`src/rtl/cgob_pkg.sv`:
```
// shared types and constants of the colour-map overlay blender
package cgob_pkg;

    localparam logic REQ_LOAD  = 1'b0;
    localparam logic REQ_PIXEL = 1'b1;

    localparam int unsigned ADDR_W = 5;

    localparam logic [2:0] REG_PHASE_OFFSET = 3'd0;
    localparam logic [2:0] REG_PHASE_GAIN   = 3'd1;
    localparam logic [2:0] REG_AMP_OFFSET   = 3'd2;
    localparam logic [2:0] REG_AMP_GAIN     = 3'd3;
    localparam logic [2:0] REG_BLEND_WEIGHT = 3'd4;

    localparam logic [8:0] WEIGHT_RESET = 9'd102;
    localparam logic [8:0] WEIGHT_ONE   = 9'd256;

    typedef struct packed {
        logic [31:0] phase_offset;
        logic [31:0] phase_gain;
        logic [31:0] amp_offset;
        logic [31:0] amp_gain;
        logic [8:0]  blend_weight;
    } cfg_t;

    // load enables of the five pipeline stages
    typedef struct packed {
        logic s1;
        logic s2;
        logic s3;
        logic s4;
        logic s5;
    } stage_en_t;

endpackage

```
`src/rtl/cgob_scale.sv`:
```
// three-stage sample to byte scaler: offset, gain multiply, round and clamp
module cgob_scale #(
    parameter int FRAC_BITS = 16
) (
    input  logic                 clk,
    input  cgob_pkg::stage_en_t  en,
    input  logic [31:0]          sample,
    input  logic [31:0]          offset,
    input  logic [31:0]          gain,
    output logic [7:0]           byte_val
);

    localparam int unsigned SHIFT = 2 * FRAC_BITS;
    localparam logic [64:0] HALF  = 65'(1) << (SHIFT - 1);
    localparam logic [63:0] LIMIT = 64'(509) << (SHIFT - 1);

    logic [32:0] diff;
    logic [32:0] diff_reg;
    logic        skip1_reg;
    logic [63:0] prod_reg;
    logic        skip2_reg;
    logic [64:0] rounded;
    logic [7:0]  byte_next;
    logic [7:0]  byte_reg;

    assign diff = {sample[31], sample} - {offset[31], offset};

    always_comb
    begin
        rounded = {1'b0, prod_reg} + HALF;
        if (skip2_reg)
            byte_next = 8'd0;
        else if (prod_reg >= LIMIT)
            byte_next = 8'd255;
        else
            byte_next = rounded[SHIFT+7:SHIFT];
    end

    always_ff @(posedge clk)
    begin
        if (en.s1)
        begin
            diff_reg  <= diff;
            // raw zero or negative distance from the window minimum
            skip1_reg <= (sample == 32'd0) || diff[32];
        end
        if (en.s2)
        begin
            prod_reg  <= 64'(diff_reg[31:0]) * 64'(gain);
            skip2_reg <= skip1_reg;
        end
        if (en.s3)
            byte_reg <= byte_next;
    end

    assign byte_val = byte_reg;

endmodule

```
`config.mk`:
```
export PLATFORM = sky130hd
export DESIGN_NAME = cgob_scale
export DESIGN_NICKNAME = d
export VERILOG_FILES = /design/src/rtl/cgob_pkg.sv /design/src/rtl/cgob_scale.sv
export SDC_FILE = /design/constraint.sdc
export NUM_CORES = 2
export LEC_CHECK = 0
export BUFFER_PORTS_ARGS = -buffer_cell sky130_fd_sc_hd__buf_2
export CAP_MARGIN = 20
export CORE_MARGIN = 2
export CORE_UTILIZATION = 60
export CTS_CLUSTER_DIAMETER = 30
export DETAILED_ROUTE_END_ITERATION = 8
export PLACE_DENSITY = 0.77
export SETUP_SLACK_MARGIN = 0.1
export SLEW_MARGIN = 30
export SYNTH_ARGS = -nofsm -noshare
export SYNTH_HDL_FRONTEND = slang
export SYNTH_SLANG_ARGS = --single-unit
export TNS_END_PERCENT = 30
```
`constraint.sdc`:
```
create_clock -name clk -period 9.3 [get_ports clk]
set_input_delay 1.395 -clock clk [delete_from_list [all_inputs] [get_ports clk]]
set_output_delay 1.395 -clock clk [all_outputs]
set_load 0.1 [all_outputs]
```
# After elaboration in Yosys (flattened, before gate mapping)
# Index checks and enable logic that the tools add are counted.
[classes]
reduce_logical = 2
add_sub_neg = 2
multipliers = 1
magnitude_cmp = 1
muxes = 1
[ops]
columns = ["operator", "count"]
rows = [
  ["64-bit by 40-bit >= comparator with 1-bit output, second input constant", 1],
  ["32-bit by 32-bit multiplier with 64-bit output", 1],
  ["40-bit by 32-bit adder with 40-bit output, second input constant", 1],
  ["32-bit by 32-bit subtractor with 33-bit output", 1],
  ["32-bit logical NOT", 1],
  ["8-bit two-way mux", 1],
  ["1-bit logical OR", 1],
]
[word_totals]
inputBits = 102
wordCells = 12
output_inout_bits = 8
ff_bits = 106

# Longest topological paths before layout
[depth]
word_depth = 2
depth_mapped = 28
ltp_nobuf = 26

# Worst setup path after synthesis
# No wires, ideal clock.
[synth_path]
kind = "input-to-reg"
startpoint = "in gain[10]"
endpoint = "reg prod_reg[63], data pin"
setup_time_ns = 0.266
t_required_ns = 9.034
stages = 21
arrival_time_ns = 7.931
n_path_buf = 2
path_slack_ns = 1.103
path_cell_list = "clkbuf_1 > and2_1 > fa_1 > fa_1 > inv_1 > fa_1 > fa_1 > inv_1 > fa_1 > fa_1 > fa_1 > fa_1 > ha_1 > clkbuf_8 > nand4_1 > or4_1 > o21ba_1 > o41a_4 > o41ai_4 > and4_1 > nor3_2"
[synth_between]
elab_chain_len = 1
[synth_lines]
columns = ["item", "line_no", "text"]
rows = [
  ["start, declared", "cgob_scale.sv:9", "input logic [31:0] gain,"],
  ["32-bit by 32-bit multiplier with 64-bit output", "cgob_scale.sv:49", "prod_reg <= 64'(diff_reg[31:0]) * 64'(gain);"],
  ["end signal, assigned", "cgob_scale.sv:49", ""],
  ["end, declared", "cgob_scale.sv:20", "logic [63:0] prod_reg;"],
]
# No other way between the ends.
# A chain may end at the register's enable or synchronous reset.

# Worst setup path after layout
[layout_path]
startpoint = "in gain[6]"
endpoint = "reg prod_reg[61], data pin"
# The elaborated chain is that of the path after synthesis.

==> results_dict.tcl <==
set metrics [dict create \
    status "finished, final reports clean" \
    path_buf_inv 7 \
    drive_gt1_share_pct 5.177 \
    clockBufferDepth 2 \
    synth_simple_gate_area_share_pct 17.45 \
    setup_tns_ns 0 \
    cts.sinks 75 \
    syn_avg_cell_area_sq_um 9.286 \
    cp-end-kind "register" \
    wl_per_cell_microns 18.80 \
    fp.dieH_microns 253.1 \
    worst_path_max_delay_cell "fa_1" \
    htree_levels 3 \
    synth_adder_area_share_pct 58.18 \
    setup_violations 0 \
    clock_skew_ns 0.009001 \
    synth-compound-area-share_pct 5.179 \
    firstDrtPassIters 6 \
    final_nets 5269 \
    track_usage_pct 29.94 \
    worst_slew_pin_slew_ns 0.9802 \
    first_iter_violations 1742 \
    synth_seq_area_share_pct 6.049 \
    synthXorXnorAreaFrac_pct 1.694 \
    grt_max_degree 35 \
    synthFlopType "edfxtp_1" \
    dp_hpwl_mm 74.40 \
    synthTopCellsByCount "inv_1 (908), fa_1 (897), and2_1 (610)" \
    path_common_cell "fa_1" \
    die-area_sq_um 64060 \
    cts-root-buf "clkbuf_16" \
    via_per_inst 5.618 \
    cp_data_arrival_time_ns 8.84 \
    hold_buffers 0 \
    syn_area_sq_um 37230 \
    async_flop_share_pct 0 \
    cts_resized 0 \
    post-route-period-util_pct 94.00 \
    grt_setup_unrepaired "no" \
    antenna_found_initial 0 \
    vias 26802 \
    cts_buffers 9 \
    postRouteWirelength_mm 89.71 \
    path_clk_slew_ns 0.06 \
    syn_nets 5304 \
    ys_ff_latch 75 \
    initial_utilization_pct 60.55 \
    rows 91 \
    yosysWarnings 0 \
    yosysTopAreaCell "fa_1" \
    timing.hold.ws_ns 0.6569 \
    synth-edff-count 75 \
    maxCapViolCount 0 \
    io_pins 110 \
    ant_nets 0 \
    cts_tree "yes" \
    hp-class "reg -> reg" \
    synth_mux_area_share_pct 0 \
    slowest_delay_ns 0.54 \
    place.gp.congestion 0.8895 \
    max_freq_ghz 0.1144 \
    grt_pass1_vias 29112 \
    largest_register_ffs 33 \
    postSynthCellCount 4009 \
    port_buffers 107 \
    die_w_microns 253.1 \
    yosysMostFrequentCell "inv_1" \
    min_period_ns 8.742 \
    path_max_fanout 32 \
    yosys.area.top_type_share_pct 48.23 \
    syn_to_final_growth_pct 3.956 \
    slew_viol_final 0 \
    synth_top_family_by_area "adder cells" \
    cp-start-kind "input port" \
    clock_latency_ns 0.36 \
    ys_top_cells_by_area "fa_1 (48%), and2_1 (10%), ha_1 (9.9%)" \
    cp_top_family "adder cells" \
    drc 0 \
    fillerInstances 5073 \
    post_cts_buffers 0 \
    grt_first_pass_wirelength_mm 149.8 \
    required_ns 9.40 \
    synth_cell_types 69 \
    critPathKind "in -> reg" \
    hold_viol_final 0 \
    slew_headroom_pct 34.65 \
    coreArea_sq_um 61480 \
    grt_overflow_total 0 \
]
==> final timing paths <==
| check | slack [ns] | depth (start not counted) | to | from |
|---|---|---|---|---|
| setup / recovery | 0.56 | 25 | prod_reg[61] | gain[6] |
| hold reg to reg | 0.66 | 0 | skip2_reg | skip1_reg |
| hold / removal | 0.66 | 0 | skip2_reg | skip1_reg |
| setup reg to reg | 1.02 | 23 | prod_reg[61] | diff_reg[16] |
==> final cells by class <==
type,instances,area (sq um),share of cell area (%)
multi-input combinational,2811,30710,79.36
inverter,908,3408,8.806
sequential,75,2252,5.819
timing repair buffer,169,1041,2.690
tap,790,988.4,2.554
clock buffer,9,225.2,0.5819
clock inverter,7,67.56,0.1746
antenna,2,5.005,0.01293
==> cell families after synthesis <==
group / count (synthesis)
fa+ha+maj: 1193
compound gates: 296
flops: 75
simple gates: 1250
buf+inv: 1123
xor+xnor: 72
==> per-stage QoR <==
stage	cell area [sq um]	util (%)	std cells	setup WS [ns]
4_1_cts	38640	62.84	4765	0.6038
5_1_grt	38700	62.94	4769	0.1618
2_1_floorplan	37230	-	4009	1.103
3_3_place_gp	38320	62.32	4747	0.3108
6_report	38700	62.95	4771	0.5583
3_5_place_dp	38350	62.37	4749	0.2337
==> layout by cell type (no fill, tap or decap), drive strengths merged, types with 3 or more instances in the layout <==
master	Yosys	final
and2	610	610
a31oi	15	15
nand4	16	16
a21oi	96	96
a211oi	6	6
or3	6	6
nor3	11	11
o21bai	13	13
and4	4	4
a21o	48	48
fa	897	897
o21a	13	13
nand2	483	483
nand2b	6	6
o211ai	9	9
clkbuf	208	10
ha	296	296
buf	6	168
o31ai	4	4
xor2	23	23
clkinv	0	3
and3	14	14
or4	3	3
nor4	19	19
nor2	41	41
xnor2	49	49
o21ai	54	54
o2111ai	4	4
nor2b	9	9
nand3	22	22
inv	908	909
edfxtp	75	75
a31o	4	4
a211o	3	3
or2	4	4
==> layer usage <==
layer / global-route usage [%] / routed length (microns)
met1: 39.46 / 35370
met2: 50.11 / 43620
met3: 3.793 / 6668
met4: 12.98 / 4052
met5: 0 / 0
Power is not shown: default switching activity piles up to over one toggle a cycle in this logic, so the estimate is an artifact.
