### src/rtl/cgob_pkg.sv
// shared types and constants of the colour-map overlay blender
package cgob_pkg;

    localparam logic REQ_LOAD  = 1'b0;
    localparam logic REQ_PIXEL = 1'b1;

    localparam int unsigned ADDR_W = 5;

    localparam logic [2:0] REG_PHASE_OFFSET = 3'd0;
    localparam logic [2:0] REG_PHASE_GAIN   = 3'd1;
    localparam logic [2:0] REG_AMP_OFFSET   = 3'd2;
    localparam logic [2:0] REG_AMP_GAIN     = 3'd3;
    localparam logic [2:0] REG_BLEND_WEIGHT = 3'd4;

    localparam logic [8:0] WEIGHT_RESET = 9'd102;
    localparam logic [8:0] WEIGHT_ONE   = 9'd256;

    typedef struct packed {
        logic [31:0] phase_offset;
        logic [31:0] phase_gain;
        logic [31:0] amp_offset;
        logic [31:0] amp_gain;
        logic [8:0]  blend_weight;
    } cfg_t;

    // load enables of the five pipeline stages
    typedef struct packed {
        logic s1;
        logic s2;
        logic s3;
        logic s4;
        logic s5;
    } stage_en_t;

endpackage

### src/rtl/cgob_regs.sv
// configuration register file with its bus port
module cgob_regs #(
    parameter int FRAC_BITS = 16
) (
    input  logic                         clk,
    input  logic                         rst_n,
    input  logic                         psel,
    input  logic                         penable,
    input  logic                         pwrite,
    input  logic [cgob_pkg::ADDR_W-1:0]  paddr,
    input  logic [31:0]                  pwdata,
    output logic [31:0]                  prdata,
    output logic                         pready,
    output cgob_pkg::cfg_t               cfg
);

    localparam logic [31:0] GAIN_ONE = 32'(64'(1) << FRAC_BITS);

    cgob_pkg::cfg_t cfg_reg;
    logic [2:0]     reg_sel;
    logic           wr_en;

    assign reg_sel = paddr[4:2];
    assign wr_en   = psel && penable && pwrite;
    assign pready  = 1'b1;
    assign cfg     = cfg_reg;

    always_ff @(posedge clk or negedge rst_n)
    begin
        if (!rst_n)
        begin
            cfg_reg.phase_offset <= 32'd0;
            cfg_reg.phase_gain   <= GAIN_ONE;
            cfg_reg.amp_offset   <= 32'd0;
            cfg_reg.amp_gain     <= GAIN_ONE;
            cfg_reg.blend_weight <= cgob_pkg::WEIGHT_RESET;
        end
        else if (wr_en)
        begin
            unique case (reg_sel)
                cgob_pkg::REG_PHASE_OFFSET: cfg_reg.phase_offset <= pwdata;
                cgob_pkg::REG_PHASE_GAIN:   cfg_reg.phase_gain   <= pwdata;
                cgob_pkg::REG_AMP_OFFSET:   cfg_reg.amp_offset   <= pwdata;
                cgob_pkg::REG_AMP_GAIN:     cfg_reg.amp_gain     <= pwdata;
                cgob_pkg::REG_BLEND_WEIGHT: cfg_reg.blend_weight <= pwdata[8:0];
                default: ;
            endcase
        end
    end

    always_comb
    begin
        unique case (reg_sel)
            cgob_pkg::REG_PHASE_OFFSET: prdata = cfg_reg.phase_offset;
            cgob_pkg::REG_PHASE_GAIN:   prdata = cfg_reg.phase_gain;
            cgob_pkg::REG_AMP_OFFSET:   prdata = cfg_reg.amp_offset;
            cgob_pkg::REG_AMP_GAIN:     prdata = cfg_reg.amp_gain;
            cgob_pkg::REG_BLEND_WEIGHT: prdata = {23'd0, cfg_reg.blend_weight};
            default:                    prdata = 32'd0;
        endcase
    end

endmodule

### config.mk
export PLATFORM = sky130hd
export DESIGN_NAME = cgob_regs
export DESIGN_NICKNAME = d
export VERILOG_FILES = /design/src/rtl/cgob_pkg.sv /design/src/rtl/cgob_regs.sv
export SDC_FILE = /design/constraint.sdc
export NUM_CORES = 1
export LEC_CHECK = 0
export BUFFER_PORTS_ARGS = -buffer_cell sky130_fd_sc_hd__buf_2
export CELL_PAD_IN_SITES_DETAIL_PLACEMENT = 1
export CELL_PAD_IN_SITES_GLOBAL_PLACEMENT = 2
export CORE_MARGIN = 3
export CORE_UTILIZATION = 34
export CTS_CLUSTER_SIZE = 30
export DETAILED_ROUTE_END_ITERATION = 10
export GPL_ROUTABILITY_DRIVEN = 0
export PLACE_DENSITY = 0.9
export SETUP_SLACK_MARGIN = 0.05
export SKIP_CTS_REPAIR_TIMING = 1
export SYNTH_ARGS = -nofsm -noshare
export SYNTH_HDL_FRONTEND = slang
export SYNTH_SLANG_ARGS = --single-unit
### constraint.sdc
create_clock -name clk -period 2 [get_ports clk]
set_clock_uncertainty 0.1 [all_clocks]
set_input_delay 0.3 -clock clk [delete_from_list [all_inputs] [get_ports clk]]
set_output_delay 0.3 -clock clk [all_outputs]
set_load 0.05 [all_outputs]
# Word level (Yosys, flattened, before mapping)
# Cells that the tools add are included.
# word_totals
register_bits	137
in_bits	42
wordCells	18
out_inout_bits	170
# op_classes
n_eq_ne	4
reduce_logical	8
mux	1
# ops
operator	count
case mux 32 bit (5 select lines)	1
AND reduction 2 bit	5
equality test 3 x 2 -> 1 bit, second input constant	2
equality test 3 x 1 -> 1 bit, second input constant	1
equality test 3 bit, second input constant	1
logical NOT 3 bit	1
logical AND 1 bit	2

# Longest topological paths before layout
# Gate-level depths: netlist (run 1).
# logic_depth
word_depth	3
ltp_mapped	6
depth_no_buf	3

# Worst setup path before layout (run 1)
# OpenSTA, ideal clock, no wires.
# synth_path
kind	input-to-output
start	in paddr[2] in the netlist's numbering
end	out prdata[0]
path_buffers	3
t_required_ps	1600
setup_slack_ps	-597
arrival_time_ps	2197
cell_stages	6
cell_sequence	buf_4 > buf_4 > nor2b_1 > buf_2 > a22oi_1 > o21ai_0
# synth_via
elab_chain_cells	2
elab_cells_between_ends	6
classes_between	eq/ne: 4; mux: 1; reduce/logical: 1
# synth_lines
element	line_no	text
from (decl)	cgob_regs.sv:10	input logic [cgob_pkg::ADDR_W-1:0] paddr,
equality test 3 bit (tied with other cells)	cgob_regs.sv:53	unique case (reg_sel)
case mux 32 bit (5 select lines) *	cgob_regs.sv:53	
to (decl)	cgob_regs.sv:12	output logic [31:0] prdata,
# Every way passes the cells marked *; elsewhere a longest branch is shown, timed or not.

# Worst setup path after layout (run 1)
# layout_path
start	reg cfg_reg (netlist bit cfg[12])
end	out prdata[3]
# layout_via
elab_chain_cells	1
# layout_lines
element	line_no	text
from (decl)	cgob_regs.sv:19	cgob_pkg::cfg_t cfg_reg;
case mux 32 bit (5 select lines)	cgob_regs.sv:53	
# No other way between the ends.

==> results of run 1 <==
critical path: stages (launching register included):
cell and delay [ns]:
dfrtp_1 0.40, mux2_2 0.28, a32oi_2 0.23, o21ai_4 0.08, clkbuf_4 0.22
layer usage:
| metal | vias up | global-route usage [%] | share of wire [%] |
|---|---|---|---|
| met5 | - | 0 | 0 |
| li1 | 2057 | - | - |
| met1 | 2503 | 21.73 | 39 |
| met2 | 148 | 34.30 | 54 |
| met3 | 33 | 4.521 | 4.6 |
| met4 | 0 | 5.603 | 2.2 |
final cells by class:
cell class                      count  area share, %
Tap cell                          229          3.024
Sequential cell                   137          36.26
Inverter                            1        0.03961
Clock inverter                     14          1.822
Multi-Input combinational cell    233          32.14
Clock buffer                       18          4.634
Timing Repair Buffer              295          22.09
cell usage in the layout, fill, tap and decap left out, types with 3 or more instances in the layout:
cell type  synthesis  routed
dfstp_2            6       6
buf_12             0      11
dfrtp_1          131     131
nor2b_4            0      21
clkinv_4           0       4
o21ai_2            0       7
a22oi_1            8       8
clkinv_2           0       3
buf_6              4      33
a32oi_2            0       9
nor2b_2            0       3
clkbuf_16          0      19
mux2_2           114     107
mux2_4            30      37
buf_4             12      70
buf_2              8     174
mux4_2            23      23
bufinv_16          0       3
power by group:
part	total, mW	internal (mW)	switching [mW]
clock	3.27	2.00	1.27
combinational	4.93	1.72	3.20
sequential	3.77	3.33	0.434
final timing paths:
check                            from  cells past startpoint  slack [ns]         to
setup / recovery              cfg[12]                      4       -0.02  prdata[3]
hold / removal             pwdata[22]                      2        0.06   cfg[127]
setup reg to reg              cfg[10]                      2        0.98    cfg[10]
hold reg to reg               cfg[44]                      1        0.43    cfg[44]
max in group asynchronous       rst_n                      3        1.07     cfg[2]
min in group asynchronous       rst_n                      3        0.34    cfg[82]
kinds of logic (layout without fill, tap and decap cells):
group	count (synthesis)	in the layout	synth area share, %
mux	169	169	35.80
buf+inv	30	328	3.111
other cells	1	1	0.05902
flops	137	137	54.08
compound gates	27	27	3.033
simple gates	36	36	3.919
metrics by stage:
stage,std cells,util (%),worst slack [ns],hold slack [ns]
after global placement,832,43.71,-0.01855,0.2104
after detailed placement,832,43.71,-0.1056,0.2192
after CTS,864,47.08,-0.1227,-0.2223
final,927,52.22,-0.02209,0.06313
after global routing,927,52.22,-0.07760,0.04038
after floorplan,400,-,0.03344,-0.09559
==> results.cfg, run 1 <==
[sta]
slew_headroom_pct = 53.09
rsz0062_at_grt = yes
report.final.slew_viol_count = 0
setup_ws_ns = -0.02209
setup_violations = 1
min_period_over_period_pct = 101.1
fin_tns_setup_ns = -0.02209
worst_pin_slew_ns = 0.7028
hold_viol_final = 0
max_freq_mhz = 494.5
fin_crit_ns = 2.022

[clocking]
cts-htree-levels = 4
clk_latency_ns = 0.41
cts_tree = done
clock-sinks = 137
root_buffer = clkbuf_16
numCtsBuffers = 17
clkTransAtPathRegs_ns = 0.06
clk_path_buf_depth = 2

[routing]
vias = 4741
first_pass_iters = 4
viasPerCell = 5.114
drc_errors = 0
wl_um = 20740
drt.antenna.violating_nets = 0
initialDrtViolationCount = 174
drt-wirelength-per-cell_um = 22.37

[pwr]
p_total_mw = 11.97
p_leak_nw = 4.764
peakVddDrop_v = 0.0007545
powerDensity_mw_per_mm2 = 1263

[final_layout]
fin_area_mm2 = 0.009477
final_nets = 727
insertedDiodeCount = 0
largest_reg_flops = 137
fillCellCount = 1818
seqCellArea_mm2 = 0.003436
layout-drive-gt1-share_pct = 78.51
areaGrowthSynthToFinish_pct = 49.15
multiInputGateArea_mm2 = 0.003045

[synthesis]
synth_largest_area_cell = dfrtp_1
synth-edff-count = 0
syn_area_per_cell_um2 = 15.88
synth_nets = 442
netlist_top_cells_count = 131 x dfrtp_1, 114 x mux2_2, 30 x mux2_4
synthArstFlopShare_pct = 100.0
synth_cell_types = 26
yosys-top-cells-area = dfrtp_1 52%, mux2_2 20%, mux4_2 8.2%, mux2_4 7.1%, nor2b_1 2.6%
ys_seq_elements = 137
synth_area_mm2 = 0.006354
yosysMostFrequentCell = dfrtp_1
synth-warning-count = 0
ys_seq_area_share_pct = 54.08
syn_inst = 400
synth-main-ff-cell = dfrtp_1
synth.top_cell.area_share_pct = 51.60

[die]
core_area_mm2 = 0.01815
io_pins = 212
die_area_mm2 = 0.02036
initial_core_util_pct = 35.01
die_w_um = 142.7
core.rowCount = 49
die_h_um = 142.7

[flow_run]
cap_viol_max_count = 0

[grt]
overflow = 0
grt_pass1_vias = 5063
grtUsageTotal_pct = 18.76
grt_antenna_before_repair = 0
grt_max_degree = 78
grt_pass1_wl_um = 29260

[placement]
placed_area_mm2 = 0.007933
hpwlAfterDp_um = 13620
portBuffers = 208

[hold_path]
worstHoldPathType = in -> reg

[outcome]
violations = negative setup slack
status = finished, violations left

[setup_path]
arrival_ns = 1.62
crit_fanout = 3
cp-start-kind = register
critPathKind = reg -> out
worstPathRequired_ns = 1.60
critPathCaptureType = primary output
Power figures use the tool's default switching activity.
==> inputs of run 2 (changes only) <==
CORE_UTILIZATION = 35   (was 34)
CTS_BUF_LIST = sky130_fd_sc_hd__clkbuf_2 sky130_fd_sc_hd__clkbuf_4 sky130_fd_sc_hd__clkbuf_8   (was not set)
PLACE_DENSITY = not set   (was 0.9)
PLACE_DENSITY_LB_ADDON = 0.1   (was not set)
==> results.cfg, run 2 (synthesis results as in run 1) <==
[grt]
grt_antenna_before_repair = 5
grt_busiest_layer = met2
grt_pass1_wl_um = 30550
grt_pass1_vias = 5119
overflow = 0
use_met3_pct = 6.649
grtUsageTotal_pct = 19.92
grtUsageMet1_pct = 24.59
use_met2_pct = 32.64
grt_max_degree = 49

[outcome]
status = finished, violations left
violations = negative setup slack

[final_layout]
areaGrowthSynthToFinish_pct = 44.41
final_common_cell = buf_2
final_nets = 719
fillCellCount = 1759
most-common-layout-cells = 175 x buf_2, 131 x dfrtp_1, 108 x mux2_2
layout-drive-gt1-share_pct = 78.08
largest_reg_flops = 137

[setup_path]
crit_fanout = 3
crit_path_cell_trace = mux4_2 > nor2b_4 > buf_6
arrival_ns = 1.65
cp-start-kind = register
slowest_delay_ns = 0.51
critPathCaptureType = primary output
crit_path_top_delay_cell = mux4_2
cp_top_family = multiplexers
worst-path-buf-inv = 1
timing.reg2reg.setup_slack_ns = 0.98
critPathKind = reg -> out
worstPathRequired_ns = 1.60

[pwr]
power_switching_mw = 4.629
p_comb_share_pct = 43.9
p_leak_nw = 4.596
seqPwrFrac_pct = 34.5
switching_share_pct = 42.50
powerDensity_mw_per_mm2 = 1187
peakVddDrop_v = 0.0005080
p_total_mw = 10.89
internal_power_mw = 6.263
pwr-share-clk_pct = 21.6

[clocking]
cts_tree = done
numCtsBuffers = 17
root_buffer = clkbuf_8
clock-sinks = 137
clk_path_buf_depth = 2
clkTransAtPathRegs_ns = 0.08
cts-htree-levels = 4
clk_latency_ns = 0.44

[die]
initial_core_util_pct = 36.23
die_area_mm2 = 0.01981
core.rowCount = 48
io_pins = 212
die_h_um = 140.7
die_w_um = 140.7
core_area_mm2 = 0.01754

[sta]
setup_ws_ns = -0.04953
setup_violations = 21
fin_crit_ns = 2.050
hold_viol_final = 0
worst_pin_slew_ns = 0.5087
report.final.slew_viol_count = 0
slew_headroom_pct = 66.09
rsz0062_at_grt = yes
fin_tns_setup_ns = -0.4560
hold_slack_ns = 0.03354
min_period_over_period_pct = 102.5
max_freq_mhz = 487.9

[routing]
vias = 4703
viasPerCell = 5.129
first_pass_iters = 4
drt.antenna.violating_nets = 0
drt-wirelength-per-cell_um = 21.90
wl_um = 20080
initialDrtViolationCount = 99
drc_errors = 0

[hold_path]
worstHoldPathType = in -> reg

[placement]
hpwlAfterDp_um = 13810
portBuffers = 208
dp_slack_ns = -0.1347

[flow_run]
cap_viol_max_count = 0
-- run 2: layer usage --
| layer | vias up | wire length (um) |
|---|---|---|
| met3 | 36 | 1352 |
| met2 | 164 | 9927 |
| li1 | 2043 | - |
| met1 | 2456 | 8244 |
| met5 | - | 23 |
| met4 | 4 | 531 |
-- run 2: power groups by stage --
stage / Sequential, mW / Combinational, mW / Clock [mW]
global route: 3.84 / 4.99 / 2.56
floorplan: 5.65 / 1.30 / 0
global placement: 3.77 / 4.24 / 0
finish: 3.76 / 4.78 / 2.35
detailed placement: 3.82 / 4.29 / 0
CTS: 3.77 / 4.30 / 2.41
-- run 2: worst paths after layout --
path / startpoint / endpoint / cells after the start
max: cfg[29] / prdata[20] / 3
min: pwdata[24] / cfg[129] / 2
max reg2reg: cfg[13] / cfg[13] / 2
min reg2reg: cfg[52] / cfg[52] / 1
max in group asynchronous: rst_n / cfg[5] / 3
min in group asynchronous: rst_n / cfg[121] / 2
-- run 2: cell type report --
| cell class | count | area, um2 | share of cell area, % |
|---|---|---|---|
| Tap cell | 225 | 281.5 | 3.068 |
| Antenna cell | 3 | 7.507 | 0.08182 |
| Multi-Input combinational cell | 233 | 3024 | 32.96 |
| Clock buffer | 24 | 317.8 | 3.464 |
| Clock inverter | 7 | 90.09 | 0.9819 |
| Inverter | 1 | 3.754 | 0.04091 |
| Timing Repair Buffer | 287 | 2014 | 21.96 |
| Sequential cell | 137 | 3436 | 37.45 |
-- run 2: stage by stage --
step / std cells / util [%] / area (um2)
finish: 917 / 52.32 / 9175
global route: 917 / 52.32 / 9175
CTS: 864 / 47.99 / 8416
detailed placement: 833 / 45.66 / 8008
global placement: 833 / 45.66 / 8008
floorplan: 400 / - / 6461
==> inputs of run 3 (changes only) <==
GPL_TIMING_DRIVEN = 0   (was not set)
==> results.cfg, run 3 (synthesis results as in run 1) <==
[clocking]
cts-htree-levels = 4
root_buffer = clkbuf_8
clk_path_buf_depth = 2
numCtsBuffers = 17
clock-sinks = 137
clkTransAtPathRegs_ns = 0.09
cts_tree = done
clk_latency_ns = 0.44

[sta]
fin_crit_ns = 2.047
setup_ws_ns = -0.04732
setup_violations = 22
fin_tns_setup_ns = -0.5880
max_freq_mhz = 488.4
hold_viol_final = 0
rsz0062_at_grt = yes
slew_headroom_pct = 55.46
min_period_over_period_pct = 102.4
report.final.slew_viol_count = 0
worst_pin_slew_ns = 0.6681

[final_layout]
final_nets = 725
most-common-layout-cells = 179 x buf_2, 131 x dfrtp_1, 111 x mux2_2
fillCellCount = 1781
areaGrowthSynthToFinish_pct = 44.53
final_common_cell = buf_2
layout-drive-gt1-share_pct = 78.16
multiInputGateArea_mm2 = 0.003005
largest_reg_flops = 137
seqCellArea_mm2 = 0.003436

[setup_path]
arrival_ns = 1.65
cp-start-kind = register
worstPathRequired_ns = 1.60
crit_fanout = 3
rr_endpoint = cfg[135]
timing.reg2reg.setup_slack_ns = 0.98
startpoint = cfg[54]
critPathKind = reg -> out
r2r_start = cfg[135]
crit_end = prdata[13]
reg2reg_depth = 2
critPathCaptureType = primary output

[grt]
grtUsageTotal_pct = 20.41
grt_antenna_before_repair = 5
overflow = 0
grt_pass1_wl_um = 30730
grt_pass1_vias = 5063
grt_max_degree = 98

[die]
io_pins = 212
core_area_mm2 = 0.01754
initial_core_util_pct = 36.23
die_w_um = 140.7
die_h_um = 140.7
core.rowCount = 48
die_area_mm2 = 0.01981

[routing]
drt.antenna.violating_nets = 0
vias = 4665
wl_um = 20600
drc_errors = 0
initialDrtViolationCount = 159
drt-wirelength-per-cell_um = 22.32
first_pass_iters = 4
viasPerCell = 5.054

[hold_path]
worstHoldPathType = in -> reg

[outcome]
status = finished, violations left
violations = negative setup slack

[placement]
dp_slack_ns = -0.6959
portBuffers = 208
hpwlAfterDp_um = 13510

[pwr]
powerDensity_mw_per_mm2 = 1221
p_leak_nw = 4.632
peakVddDrop_v = 0.0005348

[flow_run]
cap_viol_max_count = 0
run 3: through the flow:
| step | cell area, um2 | instances | utilization, % | hold WS (ns) | power [mW] |
|---|---|---|---|---|---|
| after floorplan | 6461 | 400 | - | -0.09559 | 6.945 |
| after global placement | 7784 | 833 | 44.39 | 0.4078 | 7.970 |
| after detailed placement | 7818 | 834 | 44.58 | 0.1391 | 8.062 |
| after CTS | 8284 | 866 | 47.24 | -0.3555 | 10.76 |
| after global routing | 9183 | 923 | 52.36 | 0.0009317 | 11.70 |
| final | 9183 | 923 | 52.36 | 0.02180 | 11.21 |
run 3: final cells by class:
cell class / count / share of cell area (%)
Antenna cell: 2 / 0.05450
Clock buffer: 20 / 2.930
Timing Repair Buffer: 264 / 18.57
Buffer: 29 / 3.039
Clock inverter: 12 / 2.153
Tap cell: 225 / 3.066
Inverter: 1 / 0.04088
Multi-Input combinational cell: 233 / 32.73
Sequential cell: 137 / 37.42
run 3: report_power, final:
part,switching (mW),internal (mW)
Sequential,0.422,3.33
Clock,1.10,1.56
Combinational,3.14,1.65
run 3: worst min path at each step:
stage | from | to | slack (ns) | cells past startpoint
final | pwdata[28] | cfg[133] | 0.02 | 2
after detailed placement | rst_n | cfg[121] | 0.14 | 1
after global routing | pwdata[14] | cfg[23] | 0.0009 | 2
after CTS | rst_n | cfg[121] | -0.36 | 1
after global placement | cfg[17] | cfg[17] | 0.41 | 1
after floorplan | rst_n | cfg[0] | -0.1 | 0
run 3: critical path, cell delays in order (launching register included):
cell and delay [ns]:
dfrtp_1 0.41, mux4_2 0.46, nor2b_2 0.17, buf_6 0.17
run 3: per-layer routing:
layer | global-route usage, % | vias up | wire, um
li1 | - | 2058 | -
met1 | 25.74 | 2444 | 8868
met2 | 32.84 | 134 | 10060
met3 | 6.988 | 23 | 1326
met4 | 7.190 | 6 | 301
met5 | 0 | - | 38
